File: config.mk
export PLATFORM = sky130hd
export DESIGN_NAME = mct_update
export DESIGN_NICKNAME = d
export VERILOG_FILES = /design/src/sv/mct_pkg.sv /design/src/sv/mct_update.sv
export SDC_FILE = /design/constraint.sdc
export NUM_CORES = 1
export LEC_CHECK = 0
export ABC_AREA = 0
export BUFFER_PORTS_ARGS = -buffer_cell sky130_fd_sc_hd__buf_2
export CELL_PAD_IN_SITES_DETAIL_PLACEMENT = 1
export CELL_PAD_IN_SITES_GLOBAL_PLACEMENT = 2
export CORE_AREA = 2 2 305 307
export DETAILED_ROUTE_END_ITERATION = 10
export DIE_AREA = 0 0 307 309
export GPL_TIMING_DRIVEN = 0
export PLACE_DENSITY_LB_ADDON = 0.08
export SLEW_MARGIN = 10
export SYNTH_ARGS = -nofsm -noshare
export SYNTH_HDL_FRONTEND = slang
export SYNTH_SLANG_ARGS = --single-unit
File: constraint.sdc
create_clock -name vclk -period 13.85
set_input_delay 2.77 -clock vclk [all_inputs]
set_output_delay 2.77 -clock vclk [all_outputs]
set_load 0.1 [all_outputs]
File: src/sv/mct_pkg.sv
`timescale 1ns / 1ps

package mct_pkg;

    localparam int MCT_BUTTONS    = 16;
    localparam int MCT_BUTTON_W   = 4;
    localparam int MCT_MAX_SLOTS  = 1 << MCT_BUTTON_W;
    localparam logic [31:0] MCT_TAP_WINDOW_RST = 32'd250000000;

    // item kinds
    localparam logic [2:0] KIND_PRESS   = 3'd0;
    localparam logic [2:0] KIND_RELEASE = 3'd1;
    localparam logic [2:0] KIND_POLL    = 3'd2;
    localparam logic [2:0] KIND_CLEAR   = 3'd3;
    localparam logic [2:0] KIND_LATCH   = 3'd4;

    // result actions
    localparam logic [1:0] ACT_DOWN   = 2'd0;
    localparam logic [1:0] ACT_UP     = 2'd1;
    localparam logic [1:0] ACT_REPEAT = 2'd2;
    localparam logic [1:0] ACT_NONE   = 2'd3;

    // tap phases
    localparam logic [2:0] PH_NONE    = 3'd0;
    localparam logic [2:0] PH_PENDING = 3'd1;
    localparam logic [2:0] PH_SINGLE  = 3'd2;
    localparam logic [2:0] PH_DOUBLE  = 3'd3;
    localparam logic [2:0] PH_TRIPLE  = 3'd4;

    localparam logic [7:0] TAP_MAX = 8'hFF;

    typedef struct packed {
        logic [63:0] press_stamp;
        logic [63:0] release_stamp;
        logic [63:0] window_end;
        logic [63:0] hold_length;
        logic [7:0]  click_count;
        logic [3:0]  press_mods;
        logic        latch;
        logic        held;
        logic        released;
    } t_slot;

    typedef struct packed {
        logic [1:0]  action;
        logic [7:0]  tap_count;
        logic [2:0]  tap_phase;
        logic        pressed;
        logic [63:0] hold_now;
        logic [63:0] last_hold;
        logic        press_latch;
    } t_result;

    // slots actually addressable by a 4-bit button field
    function automatic int mct_slots(input int buttons);
        return (buttons < MCT_MAX_SLOTS) ? buttons : MCT_MAX_SLOTS;
    endfunction

    function automatic int mct_idx_w(input int slots);
        return (slots > 1) ? $clog2(slots) : 1;
    endfunction

endpackage

File: src/sv/mct_update.sv
`timescale 1ns / 1ps

module mct_update #(
    parameter int BUTTONS = mct_pkg::MCT_BUTTONS
) (
    input  logic [2:0]      i_kind,
    input  logic [3:0]      i_button,
    input  logic [63:0]     i_now,
    input  logic [3:0]      i_mods,
    input  logic            i_latch_value,
    input  logic [31:0]     i_tap_window,
    input  mct_pkg::t_slot  i_slot,
    output mct_pkg::t_slot  o_slot,
    output logic            o_wr_en,
    output mct_pkg::t_result o_result
);
    import mct_pkg::*;

    logic        in_range;
    logic [63:0] since_release;
    logic [63:0] since_press;
    logic [64:0] win_sum;
    logic        tap_hit;
    logic        new_press;
    logic        pending;
    logic [1:0]  action;
    t_slot       n_slot;

    assign in_range      = (int'(i_button) < BUTTONS);
    assign since_release = i_now - i_slot.release_stamp;
    assign since_press   = i_now - i_slot.press_stamp;
    assign win_sum       = {1'b0, i_now} + {33'd0, i_tap_window};
    assign tap_hit       = i_slot.released && (since_release < {32'd0, i_tap_window})
                           && (i_slot.press_mods == i_mods);

    always_comb begin
        n_slot    = i_slot;
        action    = ACT_NONE;
        new_press = 1'b0;
        unique case (i_kind)
            KIND_PRESS: begin
                if (i_slot.held) begin
                    action = ACT_REPEAT;
                end else begin
                    new_press = 1'b1;
                    if (tap_hit) begin
                        if (i_slot.click_count != TAP_MAX) begin
                            n_slot.click_count = i_slot.click_count + 8'd1;
                        end
                    end else begin
                        n_slot.click_count = 8'd1;
                    end
                    n_slot.press_mods  = i_mods;
                    n_slot.window_end  = win_sum[63:0];
                    n_slot.press_stamp = i_now;
                    n_slot.held        = 1'b1;
                    action             = ACT_DOWN;
                end
            end
            KIND_RELEASE: begin
                if (i_slot.held) begin
                    n_slot.hold_length = since_press;
                end
                n_slot.release_stamp = i_now;
                n_slot.released      = 1'b1;
                n_slot.held          = 1'b0;
                n_slot.latch         = 1'b0;
                action               = ACT_UP;
            end
            KIND_CLEAR: n_slot.click_count = 8'd0;
            KIND_LATCH: n_slot.latch = i_latch_value;
            default: ;
        endcase
    end

    // new press: now < now + window exactly when the window is nonzero and the sum does not wrap
    assign pending = new_press ? ((i_tap_window != 32'd0) && !win_sum[64])
                               : (i_now < i_slot.window_end);

    always_comb begin
        o_result = '0;
        o_result.action = ACT_NONE;
        if (in_range) begin
            o_result.action      = action;
            o_result.tap_count   = n_slot.click_count;
            o_result.pressed     = n_slot.held;
            o_result.hold_now    = (n_slot.held && !new_press) ? since_press : 64'd0;
            o_result.last_hold   = n_slot.hold_length;
            o_result.press_latch = n_slot.latch;
            if (n_slot.click_count == 8'd0) begin
                o_result.tap_phase = PH_NONE;
            end else if (pending) begin
                o_result.tap_phase = PH_PENDING;
            end else if (n_slot.click_count >= 8'd3) begin
                o_result.tap_phase = PH_TRIPLE;
            end else if (n_slot.click_count == 8'd2) begin
                o_result.tap_phase = PH_DOUBLE;
            end else begin
                o_result.tap_phase = PH_SINGLE;
            end
        end
    end

    assign o_slot  = n_slot;
    assign o_wr_en = in_range;

endmodule

### After elaboration in Yosys (flattened, before gate mapping)

Cells that the tools add are included.

| cells by class | value |
|---|---|
| reductions and logical operators | 9 |
| muxes and demuxes | 25 |
| magnitude comparators | 3 |
| eq/ne operators | 6 |
| $add $sub $neg | 4 |

Operator list:

| kind | count |
|---|---|
| $mux 64 | 8 |
| $sub 64x64->64 | 2 |
| $add 64x32->65 | 1 |
| $lt 64x32->1 | 1 |
| $lt 64x64->1 | 1 |
| $reduce_bool 32->1 | 1 |
| $mux 8 | 2 |
| $pmux 8 s2 | 1 |
| $mux 12 | 1 |
| $mux 3 | 3 |
| $add 8x1->8 const B | 1 |
| $eq 8x2->1 const B | 1 |
| $ge 8x2->1 const B | 1 |
| $logic_not 8->1 | 1 |
| $ne 8x8->1 const B | 1 |
| $mux 1 | 5 |
| $eq 4x4->1 | 1 |
| $logic_and 1x1->1 | 4 |
| $mux 4 | 1 |
| $pmux 1 s2 | 2 |
| $pmux 2 s2 | 1 |
| $eq 3x1->1 const B | 1 |
| $eq 3x2->1 const B | 1 |
| $eq 3x3->1 const B | 1 |
| other kinds (3) | 4 |

| word-level totals | value |
|---|---|
| logic and storage cells | 47 |
| output and inout bits | 415 |
| input port bits | 379 |
| flip-flop bits (word level) | 0 |

### Depth between registers and ports, before layout

| logic depth | value |
|---|---|
| word-level depth | 12 |
| gate-level depth with buffers | 30 |
| mapped depth without buffers | 28 |

### Worst setup path after synthesis

No wires, ideal clock.

| path | value |
|---|---|
| kind | input to output |
| start point | input port i_slot[160] (netlist bit) |
| end point | output port o_result[130] (netlist bit) |
| path slack | -412 ps |
| cell stages on the path | 28 |
| required time | 11,080 ps |
| buffers on the path | 1 |
| arrival | 11,492 ps |
| path through | inv_1 -> ha_1 -> buf_2 -> nand4_1 -> or3_1 -> o22ai_1 -> or3_1 -> nor2_1 -> o31ai_1 -> a21oi_1 -> nor2_1 -> nor2_1 -> xnor2_1 -> ha_1 -> inv_1 -> o22ai_1 -> or4_1 -> nor3_1 -> nand4_1 -> a2111oi_0 -> nand4b_1 -> nor4_4 -> nand4_4 -> o32ai_1 -> a21oi_1 -> nand4b_2 -> nor2_2 -> mux2i_1 |

RTL lines:

| element | line | source |
|---|---|---|
| start, declared | mct_update.sv:12 | `input mct_pkg::t_slot i_slot,` |
| end, declared | mct_update.sv:15 | `output mct_pkg::t_result o_result` |

==> reports/metrics.cfg <==
[synth]
synthCells = 2707
synth.top_cell.area_share_pct = 19.1
synth_nets = 3342
synthTopCellsByArea = ha_1 19%, o21ai_0 11%, nand2_1 9.6%
syn_avg_cell_area_sq_um = 6.12
synth.distinct_cells = 92
yosys_warnings = 0
synth.yosys.seq_area_share_pct = 0
synth_area_sq_um = 16600
yosysTopAreaCell = ha_1

[place]
gp_congestion = 0.922
place_hpwl_mm = 109
place.port_buffers = 788
place_inst = 4683

[sta]
period_share_pct = 96.2
rsz0062_at_grt = no
finalMaxSlewViolations = 0
setup_viol = 0
finalSetupTns_ns = 0
holdWs_ns = 6.02
fmax_mhz = 75.1
period_needed_ns = 13.32
hold_viol = 0
worst_pin_slew_ns = 1.28
maxSlewHeadroom_pct = 14.8

[drt]
viasPerCell = 4.83
ant_nets = 0
dr.pass1.iters = 5
wl_mm = 121
wire_per_inst_microns = 25.7
dr.first_iter.drc_count = 1233
drcViolationCount = 0
vias = 22700

[floorplan]
initial_core_util_pct = 18.1
die_width_microns = 307
die_y_microns = 309
io_pins = 794
rows = 111
core_region_area_sq_um = 91400
die-area_sq_um = 94900

[worst_setup_path]
worst-path-buf-inv = 3
crit_family = compound AO/OA/AOI/OAI gates
critPathArrivalTime_ns = 10.55
worst_path_most_repeated_cell = nand4_1
worst-path-max-fanout = 6
critPathMaxStageDelay_ns = 0.69
cp_slowest_cell = o31ai_1
required_ns = 11.08
crit_type = input port to primary output
start_kind = input port
end_kind = primary output

[pwr]
leakagePower_nw = 11.4
peakVddDrop_mv = 0.0281
p_per_area_nw_per_um2 = 79.3

[final_layout]
seq_cells = 0
area_growth_pct = 33.2
final_layout_size_suffix_gt1_share_pct = 26.7
final_cells = 4696
n_fill_cell = 11800
final_nets = 4134
clockBufferCount = 0
ff_latch_area_sq_um = 0

[grt]
grt_pass1_wl_mm = 169
antenna_found_initial = 31
overflow = 0
track_usage_pct = 24.0
grt_pass1_vias = 23200
grt_max_degree = 11

[run_status]
status = completed

[clock_tree]
post_cts_buffers = 0
cts-resized-gates = 0
cts_hold_buf = 0

[job]
maxCapViolCount = 0

[hold_path]
hold_class = input port to primary output

-- cells by family (layout without fill, tap and decap cells) --
group	after synthesis	count (layout)	synth area share, %
xor+xnor	169	169	8.93
mux	9	9	0.687
simple gates	944	944	26.8
compound gates	869	869	31.9
buf+inv	459	1249	12.2
other cells	1	14	0.0226
fa+ha+maj	256	256	19.5
-- report_power, final --
part	internal, W	leakage [nW]	switching [W]
sequential	0	0	0
combinational	0.000389	11.4	0.00136
clock	0.000000000104	0.0000824	0
-- cells in the mapped netlist (5+ instances only) --
cell type,count
nor3_1,38
a211o_1,8
a211oi_1,11
o211ai_1,19
a21boi_0,8
xor2_1,79
o31ai_1,14
or2_2,11
nand2b_1,29
nor2b_1,35
o21ai_0,352
o2111ai_1,10
and3_1,26
o21bai_1,27
nand4b_1,8
a31oi_1,20
o21a_1,34
o41ai_1,7
inv_1,277
nand2_1,422
buf_2,11
o22ai_1,5
buf_4,75
nor4_1,30
ha_1,253
buf_1,11
nand3_1,49
a21oi_1,195
xnor2_1,90
nor2_1,178
clkbuf_1,83
or3_1,12
o21ai_1,8
mux2_2,5
a21o_1,85
or4_1,8
nand4_1,68
and2_1,7
-- layer usage --
metal  part of all wire, %  vias up  track usage (%)
met5                 0.047        -                0
met4                   1.9        8             3.45
met3                   3.4       92             1.91
met2                    49      530             43.8
met1                    45    11000             31.3
li1                      -    11000                -
-- path summary, 6_finish.rpt --
kind                  startpoint         to  slack (ns)  cells past startpoint
worst min-delay path   i_slot[3]  o_slot[3]        6.02                      4
worst max-delay path    i_now[2]  o_slot[9]        0.53                     28
-- stage by stage --
stage / power [W] / util, % / setup WS, ns / area, sq um
3_3_place_gp: 0.00174 / 24.1 / 0.598 / 22000
2_1_floorplan: 0.00130 / - / 0.720 / 16600
6_report: 0.00175 / 24.2 / 0.529 / 22100
3_5_place_dp: 0.00175 / 24.1 / 0.484 / 22000
5_1_grt: 0.00185 / 24.1 / 0.00924 / 22100
4_1_cts: 0.00176 / 24.1 / 0.455 / 22000
-- cell usage in the layout (no fill, tap or decap), drive strengths merged, types with 5 or more instances in the layout --
cell type / Yosys / final
mux2: 6 / 6
o2111ai: 10 / 10
xnor2: 90 / 90
or4: 8 / 8
o31ai: 17 / 17
clkbuf: 85 / 85
o21ai: 360 / 360
nand3: 49 / 49
nor2b: 35 / 35
and2: 7 / 7
o22ai: 5 / 5
nor4: 33 / 33
diode: 0 / 13
buf: 97 / 887
o21a: 35 / 35
nor3: 38 / 38
or3: 13 / 13
a31o: 5 / 5
a21oi: 198 / 198
inv: 277 / 277
a31oi: 20 / 20
o41ai: 8 / 8
a21boi: 8 / 8
a211oi: 13 / 13
nand2b: 29 / 29
o211ai: 21 / 21
nand4: 69 / 69
nand4b: 9 / 9
a211o: 8 / 8
o21bai: 27 / 27
nor2: 179 / 179
a21o: 85 / 85
ha: 253 / 253
nand2: 422 / 422
or2: 13 / 13
xor2: 79 / 79
and3: 26 / 26
-- layout make-up --
class                      instances  area [sq um]  area share [%]
multi-input combinational       2248         14600            66.0
timing repair buffer             790          3960            17.9
tap                             1186          1480            6.72
inverter                         277          1040            4.71
buffer                           182           982            4.45
antenna                           13          32.5           0.147
(Power assumes the default switching activity.)
